--- config.mk ---
export PLATFORM = sky130hd
export DESIGN_NAME = lcd_mode_timer_stat_irq
export DESIGN_NICKNAME = d
export VERILOG_FILES = /design/src/design/lmts_pkg.sv /design/src/design/lmts_front.sv /design/src/design/lmts_back.sv /design/src/design/lcd_mode_timer_stat_irq.sv
export SDC_FILE = /design/constraint.sdc
export NUM_CORES = 1
export LEC_CHECK = 0
export BUFFER_PORTS_ARGS = -buffer_cell sky130_fd_sc_hd__buf_4
export CAP_MARGIN = 0
export CORE_MARGIN = 1.5
export CORE_UTILIZATION = 35
export DETAILED_ROUTE_END_ITERATION = 7
export GPL_TIMING_DRIVEN = 1
export PLACE_DENSITY_LB_ADDON = 0.12
export SLEW_MARGIN = 20
export SYNTH_ARGS = -nofsm -noshare
export SYNTH_HDL_FRONTEND = slang
export SYNTH_HIERARCHICAL = 1
export SYNTH_SLANG_ARGS = --single-unit
--- constraint.sdc ---
create_clock -name clk -period 3.2 [get_ports clk]
set_input_delay 0.64 -clock clk [delete_from_list [all_inputs] [get_ports clk]]
set_output_delay 0.64 -clock clk [all_outputs]
set_load 0.05 [all_outputs]
--- src/design/lmts_pkg.sv ---
// Shared types, codes and timing constants of the display mode timer.
package lmts_pkg;

  // Word formats on the ports
  typedef struct packed {
    logic [1:0] func;
    logic [3:0] reg_index;
    logic [7:0] write_data;
  } in_word_t;

  typedef struct packed {
    logic [7:0] read_data;
    logic       stat_irq;
    logic       vblank_irq;
  } out_word_t;

  // Incoming function codes
  localparam logic [1:0] FUNC_TICK  = 2'd0;
  localparam logic [1:0] FUNC_WRITE = 2'd1;
  localparam logic [1:0] FUNC_READ  = 2'd2;

  // Command kinds after classification
  localparam logic [1:0] CMD_TICK  = 2'd0;
  localparam logic [1:0] CMD_WRITE = 2'd1;
  localparam logic [1:0] CMD_READ  = 2'd2;
  localparam logic [1:0] CMD_NOP   = 2'd3;

  typedef struct packed {
    logic [1:0] kind;
    logic [3:0] reg_index;
    logic [7:0] data;
  } cmd_t;

  // Register offsets from FF40
  localparam logic [3:0] REG_LCDC = 4'd0;
  localparam logic [3:0] REG_STAT = 4'd1;
  localparam logic [3:0] REG_SCY  = 4'd2;
  localparam logic [3:0] REG_SCX  = 4'd3;
  localparam logic [3:0] REG_LY   = 4'd4;
  localparam logic [3:0] REG_LYC  = 4'd5;
  localparam logic [3:0] REG_BGP  = 4'd7;
  localparam logic [3:0] REG_OBP0 = 4'd8;
  localparam logic [3:0] REG_OBP1 = 4'd9;
  localparam logic [3:0] REG_WY   = 4'd10;
  localparam logic [3:0] REG_WX   = 4'd11;

  // STAT modes
  localparam logic [1:0] LM_HBLANK   = 2'd0;
  localparam logic [1:0] LM_VBLANK   = 2'd1;
  localparam logic [1:0] LM_OAM_SCAN = 2'd2;
  localparam logic [1:0] LM_DRAWING  = 2'd3;

  // Interrupt sources, in STAT bit order 3..6
  localparam logic [3:0] SRC_HBLANK = 4'b0001;
  localparam logic [3:0] SRC_VBLANK = 4'b0010;
  localparam logic [3:0] SRC_OAM    = 4'b0100;
  localparam logic [3:0] SRC_LYC    = 4'b1000;

  // Line timing
  localparam logic [8:0] OAM_END   = 9'd80;
  localparam logic [8:0] DRAW_END  = 9'd252;
  localparam logic [8:0] LINE_DOTS = 9'd456;
  localparam logic [7:0] VISIBLE_LINES = 8'd144;
  localparam logic [7:0] ALL_LINES     = 8'd154;
  localparam logic [7:0] LY_TEST_VALUE = 8'h90;

  localparam int QUEUE_DEPTH = 4;

endpackage

--- src/design/lmts_front.sv ---
// Front end: accepts input words, classifies them and queues commands.
module lmts_front #(
  parameter int QUEUE_DEPTH = lmts_pkg::QUEUE_DEPTH
) (
  input  logic              clk,
  input  logic              rst,
  input  logic              in_valid,
  output logic              in_ready,
  input  lmts_pkg::in_word_t in_word,
  output logic              cmd_valid,
  input  logic              cmd_ready,
  output lmts_pkg::cmd_t    cmd
);
  import lmts_pkg::*;

  localparam int PW = (QUEUE_DEPTH > 1) ? $clog2(QUEUE_DEPTH) : 1;
  localparam int CW = $clog2(QUEUE_DEPTH + 1);

  cmd_t          slots [QUEUE_DEPTH];
  logic [PW-1:0] wr_ptr;
  logic [PW-1:0] rd_ptr;
  logic [CW-1:0] count;
  logic          push;
  logic          pop;
  cmd_t          classified;

  always_comb begin
    classified.reg_index = in_word.reg_index;
    classified.data      = in_word.write_data;
    unique case (in_word.func)
      FUNC_TICK:  classified.kind = CMD_TICK;
      FUNC_WRITE: classified.kind = CMD_WRITE;
      FUNC_READ:  classified.kind = CMD_READ;
      default:    classified.kind = CMD_NOP;
    endcase
  end

  assign in_ready  = (count != CW'(QUEUE_DEPTH));
  assign cmd_valid = (count != '0);
  assign push      = in_valid && in_ready;
  assign pop       = cmd_valid && cmd_ready;
  assign cmd       = slots[rd_ptr];

  always_ff @(posedge clk) begin
    if (push) begin
      slots[wr_ptr] <= classified;
    end
  end

  always_ff @(posedge clk) begin
    if (rst) begin
      wr_ptr <= '0;
      rd_ptr <= '0;
      count  <= '0;
    end else begin
      if (push) begin
        wr_ptr <= (wr_ptr == PW'(QUEUE_DEPTH - 1)) ? '0 : wr_ptr + 1'b1;
      end
      if (pop) begin
        rd_ptr <= (rd_ptr == PW'(QUEUE_DEPTH - 1)) ? '0 : rd_ptr + 1'b1;
      end
      if (push && !pop) begin
        count <= count + 1'b1;
      end else if (pop && !push) begin
        count <= count - 1'b1;
      end
    end
  end

endmodule

--- src/design/lmts_back.sv ---
// Back end: register file, dot and line timing, STAT logic, output register.
module lmts_back (
  input  logic               clk,
  input  logic               rst,
  input  logic               cmd_valid,
  output logic               cmd_ready,
  input  lmts_pkg::cmd_t     cmd,
  input  logic               test_ly_override,
  output logic               out_valid,
  input  logic               out_ready,
  output lmts_pkg::out_word_t out_word
);
  import lmts_pkg::*;

  typedef struct packed {
    logic [6:0] stat;
    logic [3:0] act;
    logic       pulse;
  } upd_t;

  logic [7:0] lcd_control;
  logic [6:0] stat_bits;
  logic [7:0] scroll_y;
  logic [7:0] scroll_x;
  logic [7:0] line_number;
  logic [7:0] line_compare;
  logic [7:0] bgp;
  logic [7:0] obp0;
  logic [7:0] obp1;
  logic [7:0] win_y;
  logic [7:0] win_x;
  logic [3:0] active_sources;
  logic [8:0] dot_counter;

  logic [7:0] lcd_control_next;
  logic [7:0] scroll_y_next;
  logic [7:0] scroll_x_next;
  logic [7:0] line_number_next;
  logic [7:0] line_compare_next;
  logic [7:0] bgp_next;
  logic [7:0] obp0_next;
  logic [7:0] obp1_next;
  logic [7:0] win_y_next;
  logic [7:0] win_x_next;
  logic [8:0] dot_counter_next;
  upd_t       u;
  logic       vblank_pulse;
  logic [7:0] rd;
  logic       exec;

  function automatic upd_t raise(upd_t a, logic [3:0] src);
    upd_t r;
    logic was_high;
    r        = a;
    was_high = |(a.act & a.stat[6:3]);
    r.act    = a.act | src;
    if (!was_high && (|(r.act & a.stat[6:3]))) begin
      r.pulse = 1'b1;
    end
    return r;
  endfunction

  function automatic upd_t compare(upd_t a, logic [7:0] ly, logic [7:0] lyc);
    upd_t r;
    r = a;
    if (ly == lyc) begin
      r.stat[2] = 1'b1;
      if (r.stat[6]) begin
        r = raise(r, SRC_LYC);
      end
    end else begin
      r.stat[2] = 1'b0;
      r.act     = r.act & ~SRC_LYC;
    end
    return r;
  endfunction

  assign exec      = cmd_valid && (!out_valid || out_ready);
  assign cmd_ready = exec;

  always_comb begin
    lcd_control_next  = lcd_control;
    scroll_y_next     = scroll_y;
    scroll_x_next     = scroll_x;
    line_number_next  = line_number;
    line_compare_next = line_compare;
    bgp_next          = bgp;
    obp0_next         = obp0;
    obp1_next         = obp1;
    win_y_next        = win_y;
    win_x_next        = win_x;
    dot_counter_next  = dot_counter;
    u.stat            = stat_bits;
    u.act             = active_sources;
    u.pulse           = 1'b0;
    vblank_pulse      = 1'b0;
    rd                = '0;
    unique case (cmd.kind)
      CMD_TICK: begin
        if (lcd_control[7]) begin
          dot_counter_next = dot_counter + 9'd1;
          unique case (stat_bits[1:0])
            LM_OAM_SCAN: begin
              if (dot_counter_next >= OAM_END) begin
                u.stat[1:0] = LM_DRAWING;
                u.act       = u.act & ~SRC_OAM;
              end
            end
            LM_DRAWING: begin
              if (dot_counter_next >= DRAW_END) begin
                u.stat[1:0] = LM_HBLANK;
                u = raise(u, SRC_HBLANK);
              end
            end
            LM_HBLANK: begin
              if (dot_counter_next >= LINE_DOTS) begin
                dot_counter_next = '0;
                line_number_next = line_number + 8'd1;
                u = compare(u, line_number_next, line_compare);
                if (line_number_next >= VISIBLE_LINES) begin
                  u.stat[1:0]  = LM_VBLANK;
                  u            = raise(u, SRC_VBLANK);
                  vblank_pulse = 1'b1;
                end else begin
                  u.stat[1:0] = LM_OAM_SCAN;
                  u           = raise(u, SRC_OAM);
                end
                u.act = u.act & ~SRC_HBLANK;
              end
            end
            default: begin
              if (dot_counter_next >= LINE_DOTS) begin
                dot_counter_next = '0;
                line_number_next = line_number + 8'd1;
                if (line_number_next >= ALL_LINES) begin
                  line_number_next = '0;
                  u.stat[1:0] = LM_OAM_SCAN;
                  u           = raise(u, SRC_OAM);
                  u.act       = u.act & ~SRC_VBLANK;
                end
                u = compare(u, line_number_next, line_compare);
              end
            end
          endcase
        end
      end
      CMD_WRITE: begin
        unique case (cmd.reg_index)
          REG_LCDC: lcd_control_next = cmd.data;
          REG_STAT: begin
            if ((|(active_sources & cmd.data[6:3])) &&
                !(|(active_sources & stat_bits[6:3]))) begin
              u.pulse = 1'b1;
            end
            u.stat = {cmd.data[6:3], stat_bits[2:0]};
            u = compare(u, line_number, line_compare);
          end
          REG_SCY:  scroll_y_next = cmd.data;
          REG_SCX:  scroll_x_next = cmd.data;
          REG_LY: begin
            line_number_next = cmd.data;
            u = compare(u, cmd.data, line_compare);
          end
          REG_LYC: begin
            line_compare_next = cmd.data;
            u = compare(u, line_number, cmd.data);
          end
          REG_BGP:  bgp_next   = cmd.data;
          REG_OBP0: obp0_next  = cmd.data;
          REG_OBP1: obp1_next  = cmd.data;
          REG_WY:   win_y_next = cmd.data;
          REG_WX:   win_x_next = cmd.data;
          default: ;
        endcase
      end
      CMD_READ: begin
        unique case (cmd.reg_index)
          REG_LCDC: rd = lcd_control;
          REG_STAT: rd = {1'b0, stat_bits};
          REG_SCY:  rd = scroll_y;
          REG_SCX:  rd = scroll_x;
          REG_LY:   rd = test_ly_override ? LY_TEST_VALUE : line_number;
          REG_LYC:  rd = line_compare;
          REG_BGP:  rd = bgp;
          REG_OBP0: rd = obp0;
          REG_OBP1: rd = obp1;
          REG_WY:   rd = win_y;
          REG_WX:   rd = win_x;
          default:  rd = '0;
        endcase
      end
      default: ;
    endcase
  end

  // Architectural state and result word advance only on an executed command
  always_ff @(posedge clk) begin
    if (rst) begin
      lcd_control    <= '0;
      stat_bits      <= '0;
      scroll_y       <= '0;
      scroll_x       <= '0;
      line_number    <= '0;
      line_compare   <= '0;
      bgp            <= '0;
      obp0           <= '0;
      obp1           <= '0;
      win_y          <= '0;
      win_x          <= '0;
      active_sources <= '0;
      dot_counter    <= '0;
      out_valid      <= 1'b0;
    end else begin
      if (exec) begin
        lcd_control    <= lcd_control_next;
        stat_bits      <= u.stat;
        scroll_y       <= scroll_y_next;
        scroll_x       <= scroll_x_next;
        line_number    <= line_number_next;
        line_compare   <= line_compare_next;
        bgp            <= bgp_next;
        obp0           <= obp0_next;
        obp1           <= obp1_next;
        win_y          <= win_y_next;
        win_x          <= win_x_next;
        active_sources <= u.act;
        dot_counter    <= dot_counter_next;
        out_valid      <= 1'b1;
      end else if (out_ready) begin
        out_valid <= 1'b0;
      end
    end
  end

  always_ff @(posedge clk) begin
    if (exec) begin
      out_word.read_data  <= rd;
      out_word.stat_irq   <= u.pulse;
      out_word.vblank_irq <= vblank_pulse;
    end
  end

endmodule

--- src/design/lcd_mode_timer_stat_irq.sv ---
// Top level of the display mode timer with STAT and vblank interrupt logic.
//
//   channel  | direction | word                               | handshake
//   ---------+-----------+------------------------------------+----------------
//   in       | input     | func, reg_index, write_data        | in_valid/ready
//   out      | output    | read_data, stat_irq, vblank_irq    | out_valid/ready
//   cfg      | input     | test_ly_override (one bit)         | cfg_valid/ready
//
// Throughput is one word per cycle while the output is not stalled. An accepted word is
// written into a queue slot, then executed from the queue head into the output register,
// from which it leaves. The back end updates the timing and STAT state once per executed
// command, which sets the rate. rst is synchronous and clears the state registers, the queue
// pointers, the queue count and out_valid. An output stall fills the queue, then drops
// in_ready; the cfg port is always ready, so write it only while the block is idle.
module lcd_mode_timer_stat_irq #(
  parameter int QUEUE_DEPTH = lmts_pkg::QUEUE_DEPTH
) (
  input  logic                clk,
  input  logic                rst,
  input  logic                in_valid,
  output logic                in_ready,
  input  lmts_pkg::in_word_t  in_word,
  output logic                out_valid,
  input  logic                out_ready,
  output lmts_pkg::out_word_t out_word,
  input  logic                cfg_valid,
  output logic                cfg_ready,
  input  logic                cfg_data
);
  import lmts_pkg::*;

  logic test_ly_override;
  logic cmd_valid;
  logic cmd_ready;
  cmd_t cmd;

  // Test override for LY reads; the user writes it only while the block is idle, unenforced here
  assign cfg_ready = 1'b1;

  always_ff @(posedge clk) begin
    if (rst) begin
      test_ly_override <= 1'b0;
    end else if (cfg_valid) begin
      test_ly_override <= cfg_data;
    end
  end

  // Classify and queue incoming words
  lmts_front #(
    .QUEUE_DEPTH(QUEUE_DEPTH)
  ) u_front (
    .clk       (clk),
    .rst       (rst),
    .in_valid  (in_valid),
    .in_ready  (in_ready),
    .in_word   (in_word),
    .cmd_valid (cmd_valid),
    .cmd_ready (cmd_ready),
    .cmd       (cmd)
  );

  // Execute commands against the register and timing state
  lmts_back u_back (
    .clk              (clk),
    .rst              (rst),
    .cmd_valid        (cmd_valid),
    .cmd_ready        (cmd_ready),
    .cmd              (cmd),
    .test_ly_override (test_ly_override),
    .out_valid        (out_valid),
    .out_ready        (out_ready),
    .out_word         (out_word)
  );

endmodule
==> results of run 1 <==
-- flip-flops by register name (all words and copies together) (netlist names), 3 cells and up, named ones only --
| register | cells |
|---|---|
| u_front/slots | 56 |
| u_back/out_word | 10 |
| u_back/dot_counter | 9 |
| u_back/bgp | 8 |
| u_back/lcd_control | 8 |
| u_back/line_compare | 8 |
| u_back/line_number | 8 |
| u_back/obp0 | 8 |
| u_back/obp1 | 8 |
| u_back/scroll_x | 8 |
| u_back/scroll_y | 8 |
| u_back/win_x | 8 |
| u_back/win_y | 8 |
| u_back/stat_bits | 7 |
| u_back/active_sources | 4 |
| u_front/count | 3 |
-- through the flow --
step                hold slack (ns)  instance area, sq um  worst slack (ns)  total power (W)  utilization [%]
detailed placement            0.448                 10100             0.355          0.00574             38.7
CTS                           0.388                 10700             0.336          0.00792             41.1
finish                        0.398                 10700             0.302          0.00789             41.1
global placement              0.446                 10100             0.290          0.00576             38.7
global route                  0.386                 10700             0.147          0.00826             41.1
floorplan                     0.433                  9370             0.389          0.00466                -
-- layer usage --
layer / vias up / GRT usage [%]
met3: 27 / 3.56
met2: 211 / 31.7
li1: 3638 / -
met4: 0 / 5.38
met1: 3700 / 29.3
met5: - / 0
-- critical path, delay by kind of cell (launching register included) --
kind                     cells  cell delay (ns)
adder cells (fa/ha/maj)      1             0.31
AO/OA/AOI/OAI                5             1.60
AND/OR/NAND/NOR              2             0.45
flip-flops                   1             0.38
-- final cells by class --
type / instances / area, sq um
fill: 2618 / 15400
multi-input combinational: 697 / 4740
sequential: 177 / 4200
timing repair buffer: 84 / 668
clock buffer: 18 / 450
tap: 335 / 419
clock inverter: 14 / 176
inverter: 18 / 67.6
-- logic make-up (layout without fill, tap and decap cells) --
| group | count (synthesis) | in the layout |
|---|---|---|
| and+or+nand+nor | 345 | 345 |
| AOI/OAI and AO/OA | 234 | 234 |
| DFF | 177 | 177 |
| buffers and inverters | 100 | 134 |
| muxes | 71 | 71 |
| xor gates and xnor gates | 32 | 32 |
| adders and majority gates | 14 | 14 |
| other | 1 | 1 |
-- path summary, 6_finish.rpt --
kind                         startpoint                  end  slack (ns)  depth (start not counted)
hold / removal               in_word[1]  u_front/slots[2][1]        0.40                          1
setup / recovery  u_back/dot_counter[0]   u_back/out_word[1]        0.30                          8
hold reg to reg           u_back/bgp[4]        u_back/bgp[4]        0.46                          2
setup reg to reg  u_back/dot_counter[0]   u_back/out_word[1]        0.30                          8
-- power breakdown --
group	total (W)	internal, W	leakage (nW)	switching [W]
Sequential	0.00271	0.00258	1.51	0.000130
Combinational	0.00300	0.00101	1.87	0.00199
Clock	0.00218	0.00111	0.300	0.00107
-- cells in the final DEF, fill, tap and decap left out, drive strengths merged, types with 5 or more instances in the layout --
cell | netlist | layout
xor2 | 13 | 13
nor3 | 14 | 14
inv | 18 | 24
and3 | 19 | 19
a221oi | 7 | 7
clkbuf | 55 | 18
nor2b | 16 | 16
nand2 | 94 | 94
edfxtp | 66 | 66
o211ai | 7 | 7
ha | 13 | 13
o31ai | 6 | 6
xnor2 | 19 | 19
clkinv | 0 | 7
nand3 | 54 | 54
a22o | 5 | 5
a311oi | 5 | 5
a32oi | 5 | 5
nand4 | 13 | 13
a21oi | 71 | 71
o21ai | 42 | 42
o32ai | 6 | 6
nor4 | 11 | 11
a22oi | 13 | 13
a211oi | 8 | 8
dfxtp | 111 | 111
mux4 | 15 | 15
and2 | 7 | 7
nand2b | 16 | 16
a31oi | 12 | 12
mux2i | 53 | 53
nor2 | 76 | 76
buf | 27 | 84
==> tab_implementation.tex, run 1 <==
\begin{tabular}{lr}
\hline
Metric & Value \\
\hline
\multicolumn{2}{l}{\textbf{Status}} \\
\quad Run status & completed \\
\multicolumn{2}{l}{\textbf{Synth}} \\
\quad Post-synthesis area per instance & around 9.6 sq um \\
\quad Combined area of all synthesized cells & 9370 sq um \\
\quad Post-synth top cells & dfxtp\_1 (111), nand2\_1 (94), nor2\_1 (76) \\
\quad Most used DFF post-synth & dfxtp\_1 \\
\quad Cells after Synth & roughly 1000 \\
\quad Main area contributors after synthesis & dfxtp\_1 (24\%), edfxtp\_1 (21\%), mux2i\_1 (5.7\%) \\
\quad Synth area leader & dfxtp\_1 \\
\quad Post-synth EDFFs & 66 \\
\quad Number of different library cells in the post-synthesis netlist & $\sim$90 \\
\quad Synth Area in XOR/XNOR & $\sim$3.0\% \\
\quad Yosys warnings & 6 \\
\quad Register bit total from synthesis & 177 \\
\quad Post-Synth Simple-Gate Area & 18.6\% \\
\quad Syn nets & 1008 \\
\quad Post-synthesis adder-cell area fraction & 1.95\% \\
\quad Most repeated cell in the gate-level netlist after synthesis & dfxtp\_1 \\
\quad Area share of the largest cell type after synthesis & 23.7\% \\
\quad Register area share after synthesis & between 40\% and 50\% \\
\quad Dominant combinational cell family by area after synthesis & simple AND/OR/NAND/NOR gates \\
\quad Mux contribution to synthesized area & under 10\% \\
\quad Async set or reset register ratio after synthesis & 0\% \\
\quad Area fraction in compound gates after synthesis & 17.4\% \\
\multicolumn{2}{l}{\textbf{Setup path}} \\
\quad Data arrival, critical path & between 3 and 4 ns \\
\quad Peak per-stage delay on the critical path & approximately 0.55 ns \\
\quad CP Max Fanout & 8 \\
\quad List of cells traversed by the critical path & ha\_1, and3\_1, a21boi\_0, o21ai\_2, a21o\_1, a2111oi\_0, nand4\_1, a22oi\_1 \\
\quad Kind of launch point of the worst setup path & flip-flop \\
\quad Slowest cell on the critical path & a2111oi\_0 \\
\quad Data required time of the worst path & 3.48 ns \\
\quad Crit Path Category & flip-flop to flip-flop \\
\quad Critical Path Sink Type & flip-flop \\
\multicolumn{2}{l}{\textbf{Drt}} \\
\quad Count of unresolved DRC violations after routing & 0 \\
\quad Avg WL per Cell & 20.8 um \\
\quad Vias per std cell & between 5 and 6 \\
\quad Total iterations of the first detailed-routing run & 7 \\
\quad Post-detailed-route count of antenna-violating nets & 0 \\
\quad Highest signal layer in the routed design & met4 \\
\quad Total routed wirelength & between 20000 and 30000 um \\
\quad Met3 wire length & 1320 um \\
\quad Detailed route wirelength on metal2 & 12600 um \\
\quad DRT iter0 DRCs & 824 \\
\quad Via count & about 7600 \\
\quad M1 WL & 13600 um \\
\multicolumn{2}{l}{\textbf{Timing}} \\
\quad Final-report hold violation count & 0 \\
\quad Aggregate negative setup slack & 0 ns \\
\quad Unrepaired setup endpoints after global routing & false \\
\quad Worst slew margin relative to its limit & 58.5\% \\
\quad Layout Skew & between 0.01 and 0.015 ns \\
\quad Worst Tran Pin Value & a little over 0.6 ns \\
\quad Period utilization & between 90\% and 100\% \\
\quad Total of endpoints with negative setup slack in the final report & 0 \\
\quad Final max-slew violation count & 0 \\
\quad Maximum frequency from static timing analysis & 345 MHz \\
\quad Post-route minimum period & 2.90 ns \\
\multicolumn{2}{l}{\textbf{Floorplan}} \\
\quad Site Rows & 59 \\
\quad Die Span X & 167 um \\
\quad Count of pins on the block boundary & 33 \\
\quad Initial standard-cell utilization of the core & a little over a third \\
\quad Core outline area & 26100 sq um \\
\quad Vertical extent of the die & 167 um \\
\quad DIE AREA & 27800 sq um \\
\multicolumn{2}{l}{\textbf{Clock network}} \\
\quad Clock transition at path regs & 0.08 ns \\
\quad Number of gates resized after CTS & 0 \\
\quad Clock tree from TritonCTS & built \\
\quad TritonCTS buffer count & 17 \\
\quad Hold-fix buffers at CTS & 0 \\
\quad Maximum count of clock buffers along a single path & 2 \\
\quad Number of sinks handled by clock tree synthesis & roughly 180 \\
\quad \# H-tree levels & 4 \\
\quad Buffers inserted during post-CTS setup optimization & 0 \\
\quad Library cell used as clock root buffer & clkbuf\_16 \\
\quad Clock latency reported for the late side of the worst-skew pair & 0.44 ns \\
\multicolumn{2}{l}{\textbf{Placement}} \\
\quad DP Wirelength & 19800 um \\
\quad Global placer's final weighted congestion & 0.857 \\
\quad Number of I/O port buffers & 31 \\
\quad \# placed instances & roughly 1300 \\
\multicolumn{2}{l}{\textbf{Power}} \\
\quad Total leakage power & 3.68 nW \\
\quad Power Density & 736 nW/um\^{}2 \\
\quad Worst vdd rail ir drop & 357 uV \\
\multicolumn{2}{l}{\textbf{Final layout}} \\
\quad Area added between synthesis and finish & 14.5\% \\
\quad Post-layout instance count excluding filler cells & 1343 \\
\quad Antenna Diode Count & 0 \\
\quad Total number of nets in the final design & 1029 \\
\quad Share of final-layout standard cells stronger than drive strength 1 & 16.5\% \\
\multicolumn{2}{l}{\textbf{Global route}} \\
\quad First-pass GRT wire length & approximately 44000 um \\
\quad Initial antenna violation count & 0 \\
\quad Via count of the first global-routing pass & 7329 \\
\quad Global routing usage summed across all routing layers & 20.4\% \\
\quad Pin count of the biggest net entering global routing & 85 \\
\quad Remaining Overflow, GRT & 0 \\
\multicolumn{2}{l}{\textbf{Min path}} \\
\quad Worst min-delay path category & input pin to flip-flop \\
\multicolumn{2}{l}{\textbf{Job}} \\
\quad Number of max-cap violations & 0 \\
\hline
\end{tabular}
No activity file was read; power rests on OpenSTA's default activity.
==> run 2, diff against run 1 <==
--- a/config.mk
+++ b/config.mk
@@ -7,6 +7,8 @@
 export LEC_CHECK = 0
 export BUFFER_PORTS_ARGS = -buffer_cell sky130_fd_sc_hd__buf_4
 export CAP_MARGIN = 0
+export CELL_PAD_IN_SITES_DETAIL_PLACEMENT = 1
+export CELL_PAD_IN_SITES_GLOBAL_PLACEMENT = 1
 export CORE_MARGIN = 1.5
 export CORE_UTILIZATION = 35
 export DETAILED_ROUTE_END_ITERATION = 7
==> run 2 against run 1 <==
Net effect:
- first-iteration DRC count is 14% lower
- clock power hardly changed
- highest routed layer unchanged
- sequential share of layout area is 0.25 points higher
==> tab_implementation.tex, run 2 (synthesized netlist as in run 1, its figures left out) <==
\begin{tabular}{lr}
\hline
Metric & Value \\
\hline
\multicolumn{2}{l}{\textbf{Status}} \\
\quad Run status & completed (unchanged) \\
\multicolumn{2}{l}{\textbf{Final layout}} \\
\quad Largest regs & u\_front/slots: 56 flops, u\_back/out\_word: 10 flops, u\_back/dot\_counter: 9 flops (unchanged) \\
\quad Reg with most FFs & u\_front/slots (unchanged) \\
\quad Most frequent standard cell in the layout excluding fill and tap cells & dfxtp\_1 (unchanged) \\
\quad Commonest non-fill, non-tap cells in the layout & dfxtp\_1 (111), nand2\_1 (94), buf\_4 (77) (was dfxtp\_1 (111), nand2\_1 (94), buf\_4 (81)) \\
\quad Antenna Diode Count & 0 (unchanged) \\
\quad Total number of nets in the final design & 1024 (was 1029) \\
\quad Share of final-layout standard cells stronger than drive strength 1 & 16.0\% (was 16.5\%) \\
\quad Area added between synthesis and finish & 13.8\% (was 14.5\%) \\
\quad Largest register FFs & 56 (unchanged) \\
\multicolumn{2}{l}{\textbf{Setup path}} \\
\quad Reg2Reg Depth & 8 (unchanged) \\
\quad Data required time of the worst path & 3.47 ns (was 3.48 ns) \\
\quad List of cells traversed by the critical path & ha\_1, and3\_1, o21ai\_0, nand3\_1, a21o\_1, a2111oi\_0, nand4\_1, a22oi\_1 (was ha\_1, and3\_1, a21boi\_0, o21ai\_2, a21o\_1, a2111oi\_0, nand4\_1, a22oi\_1) \\
\quad Slowest cell on the critical path & a2111oi\_0 (unchanged) \\
\quad Peak per-stage delay on the critical path & 0.54 ns (was 0.55 ns) \\
\quad Startpoint of the worst register-to-register path & u\_back/dot\_counter[0] (unchanged) \\
\quad Critical Path Sink Type & flip-flop (unchanged) \\
\quad Worst setup path startpoint & u\_back/dot\_counter[0] (unchanged) \\
\quad Crit Path Category & flip-flop to flip-flop (unchanged) \\
\quad Data arrival, critical path & 3.26 ns (was 3.17 ns) \\
\quad CP Max Fanout & 8 (unchanged) \\
\quad Kind of launch point of the worst setup path & flip-flop (unchanged) \\
\quad Worst reg2reg setup slack & 0.21 ns (was 0.30 ns) \\
\quad Capturing point of the worst reg2reg path & u\_back/out\_word[1] (unchanged) \\
\multicolumn{2}{l}{\textbf{Drt}} \\
\quad Post-detailed-route count of antenna-violating nets & 0 (unchanged) \\
\quad Count of unresolved DRC violations after routing & 0 (unchanged) \\
\quad Avg WL per Cell & 23.3 um (was 20.8 um) \\
\quad Via count & 7815 (was 7576) \\
\quad Vias per std cell & 5.84 (was 5.64) \\
\quad Total routed wirelength & 31200 um (was 27900 um) \\
\quad DRT iter0 DRCs & 706 (was 824) \\
\quad Total iterations of the first detailed-routing run & 7 (unchanged) \\
\multicolumn{2}{l}{\textbf{Clock network}} \\
\quad Library cell used as clock root buffer & clkbuf\_16 (unchanged) \\
\quad Maximum count of clock buffers along a single path & 2 (unchanged) \\
\quad Number of gates resized after CTS & 0 (unchanged) \\
\quad Clock tree from TritonCTS & built (unchanged) \\
\quad Buffers inserted during post-CTS setup optimization & 0 (unchanged) \\
\quad Clock latency reported for the late side of the worst-skew pair & 0.45 ns (was 0.44 ns) \\
\quad Clock transition at path regs & 0.08 ns (about the same) \\
\quad \# H-tree levels & 4 (unchanged) \\
\quad TritonCTS buffer count & 17 (unchanged) \\
\quad Hold-fix buffers at CTS & 0 (unchanged) \\
\quad Number of sinks handled by clock tree synthesis & 177 (unchanged) \\
\multicolumn{2}{l}{\textbf{Placement}} \\
\quad Number of I/O port buffers & 31 (unchanged) \\
\quad DP Wirelength & 22100 um (was 19800 um) \\
\quad Global placer's final weighted congestion & 0.829 (was 0.857) \\
\multicolumn{2}{l}{\textbf{Global route}} \\
\quad Initial antenna violation count & 0 (unchanged) \\
\quad Remaining Overflow, GRT & 0 (unchanged) \\
\quad Via count of the first global-routing pass & 7898 (was 7329) \\
\quad Global routing usage summed across all routing layers & 23.2\% (was 20.4\%) \\
\quad First-pass GRT wire length & 48800 um (was 43700 um) \\
\quad Pin count of the biggest net entering global routing & 68 (was 85) \\
\multicolumn{2}{l}{\textbf{Power}} \\
\quad Cell internal power dissipation & 0.00470 W (was 0.00471 W) \\
\quad Seq pwr share & 34.2\% (was 34.4\%) \\
\quad Power share of the clock group & 27.7\% (was 27.6\%) \\
\quad Power Density & 749 nW/um\^{}2 (was 736 nW/um\^{}2) \\
\quad Worst vdd rail ir drop & 446 uV (was 357 uV) \\
\quad Combinational cell fraction of total power & 38.1\% (was 38.0\%) \\
\quad Switching power of the nets & 0.00329 W (was 0.00319 W) \\
\quad Total leakage power & 3.64 nW (was 3.68 nW) \\
\quad Switching fraction of total power & 41.1\% (was 40.4\%) \\
\quad Total power & 0.00798 W (was 0.00789 W) \\
\multicolumn{2}{l}{\textbf{Floorplan}} \\
\quad DIE AREA & 27800 sq um (unchanged) \\
\quad Site Rows & 59 (unchanged) \\
\quad Initial standard-cell utilization of the core & 35.8\% (unchanged) \\
\quad Count of pins on the block boundary & 33 (unchanged) \\
\quad Die Span X & 167 um (unchanged) \\
\quad Core outline area & 26100 sq um (unchanged) \\
\quad Vertical extent of the die & 167 um (unchanged) \\
\multicolumn{2}{l}{\textbf{Timing}} \\
\quad Final-report hold violation count & 0 (unchanged) \\
\quad Layout Skew & 0.0166 ns (was 0.0138 ns) \\
\quad Total of endpoints with negative setup slack in the final report & 0 (unchanged) \\
\quad Worst Tran Pin Value & 0.642 ns (was 0.623 ns) \\
\quad Aggregate negative setup slack & 0 ns (unchanged) \\
\quad Final max-slew violation count & 0 (unchanged) \\
\quad Period utilization & 93.3\% (was 90.6\%) \\
\quad Post-route minimum period & 2.99 ns (was 2.90 ns) \\
\quad Maximum frequency from static timing analysis & 335 MHz (was 345 MHz) \\
\quad Unrepaired setup endpoints after global routing & false (unchanged) \\
\quad Worst slew margin relative to its limit & 57.2\% (was 58.5\%) \\
\multicolumn{2}{l}{\textbf{Min path}} \\
\quad Worst-case hold path end point & u\_front/slots[2][1] (unchanged) \\
\quad Number of cells on the worst hold path & 1 (unchanged) \\
\quad Worst min-delay path category & input pin to flip-flop (unchanged) \\
\quad Hold path startpoint & in\_word[1] (unchanged) \\
\multicolumn{2}{l}{\textbf{Job}} \\
\quad Number of max-cap violations & 0 (unchanged) \\
\hline
\end{tabular}
-- run 2: worst max-delay path by stage --
stage | slack, ns | cells after the start | end
floorplan | 0.39 | 10 | u_back/scroll_y[7]
global placement | 0.27 | 8 | u_back/active_sources[3]
detailed placement | 0.23 | 8 | u_back/active_sources[3]
CTS | 0.20 | 8 | u_back/active_sources[3]
global route | 0.01 | 8 | u_back/active_sources[3]
finish | 0.21 | 8 | u_back/out_word[1]
-- run 2: worst max-delay path: cells and delay by family, from the launching register on --
| kind | cells | cell delay, ns |
|---|---|---|
| adders and majority gates | 1 | 0.32 |
| DFF | 1 | 0.37 |
| AOI/OAI and AO/OA | 4 | 1.35 |
| and+or+nand+nor | 3 | 0.77 |
-- run 2: through the flow --
stage                     instance area (sq um)  hold slack, ns  setup WS, ns  util [%]  std cells
final                                     10700           0.386         0.213      40.8       1338
after global routing                      10700           0.371        0.0102      40.8       1338
after CTS                                 10700           0.369         0.201      40.8       1338
after detailed placement                  10100           0.457         0.234      38.5       1306
after global placement                    10100           0.443         0.272      38.5       1306
after floorplan                            9370           0.433         0.389         -        974
-- run 2: final cells by class --
cell class / count / area (sq um)
fillers: 3019 / 15500
well taps: 335 / 419
clock inverters: 14 / 179
clock buffers: 18 / 429
repair buffers: 79 / 618
inverters: 18 / 67.6
multi-input cells: 697 / 4740
flip-flops and latches: 177 / 4200
-- run 2: power by group through the flow --
stage	combinational [W]	sequential (W)	clock, W
3_5_place_dp	0.00303	0.00278	0
5_1_grt	0.00324	0.00276	0.00234
3_3_place_gp	0.00302	0.00278	0
4_1_cts	0.00304	0.00274	0.00227
2_1_floorplan	0.00171	0.00295	0
6_report	0.00304	0.00273	0.00221
-- run 2: metal layers --
| layer | share of wire [%] | global-route usage [%] | up-vias |
|---|---|---|---|
| met1 | 49 | 32.5 | 3961 |
| met5 | 0 | 0 | - |
| met3 | 4.1 | 3.94 | 39 |
| met4 | 2.0 | 6.72 | 0 |
| met2 | 45 | 36.7 | 176 |
| li1 | - | - | 3639 |
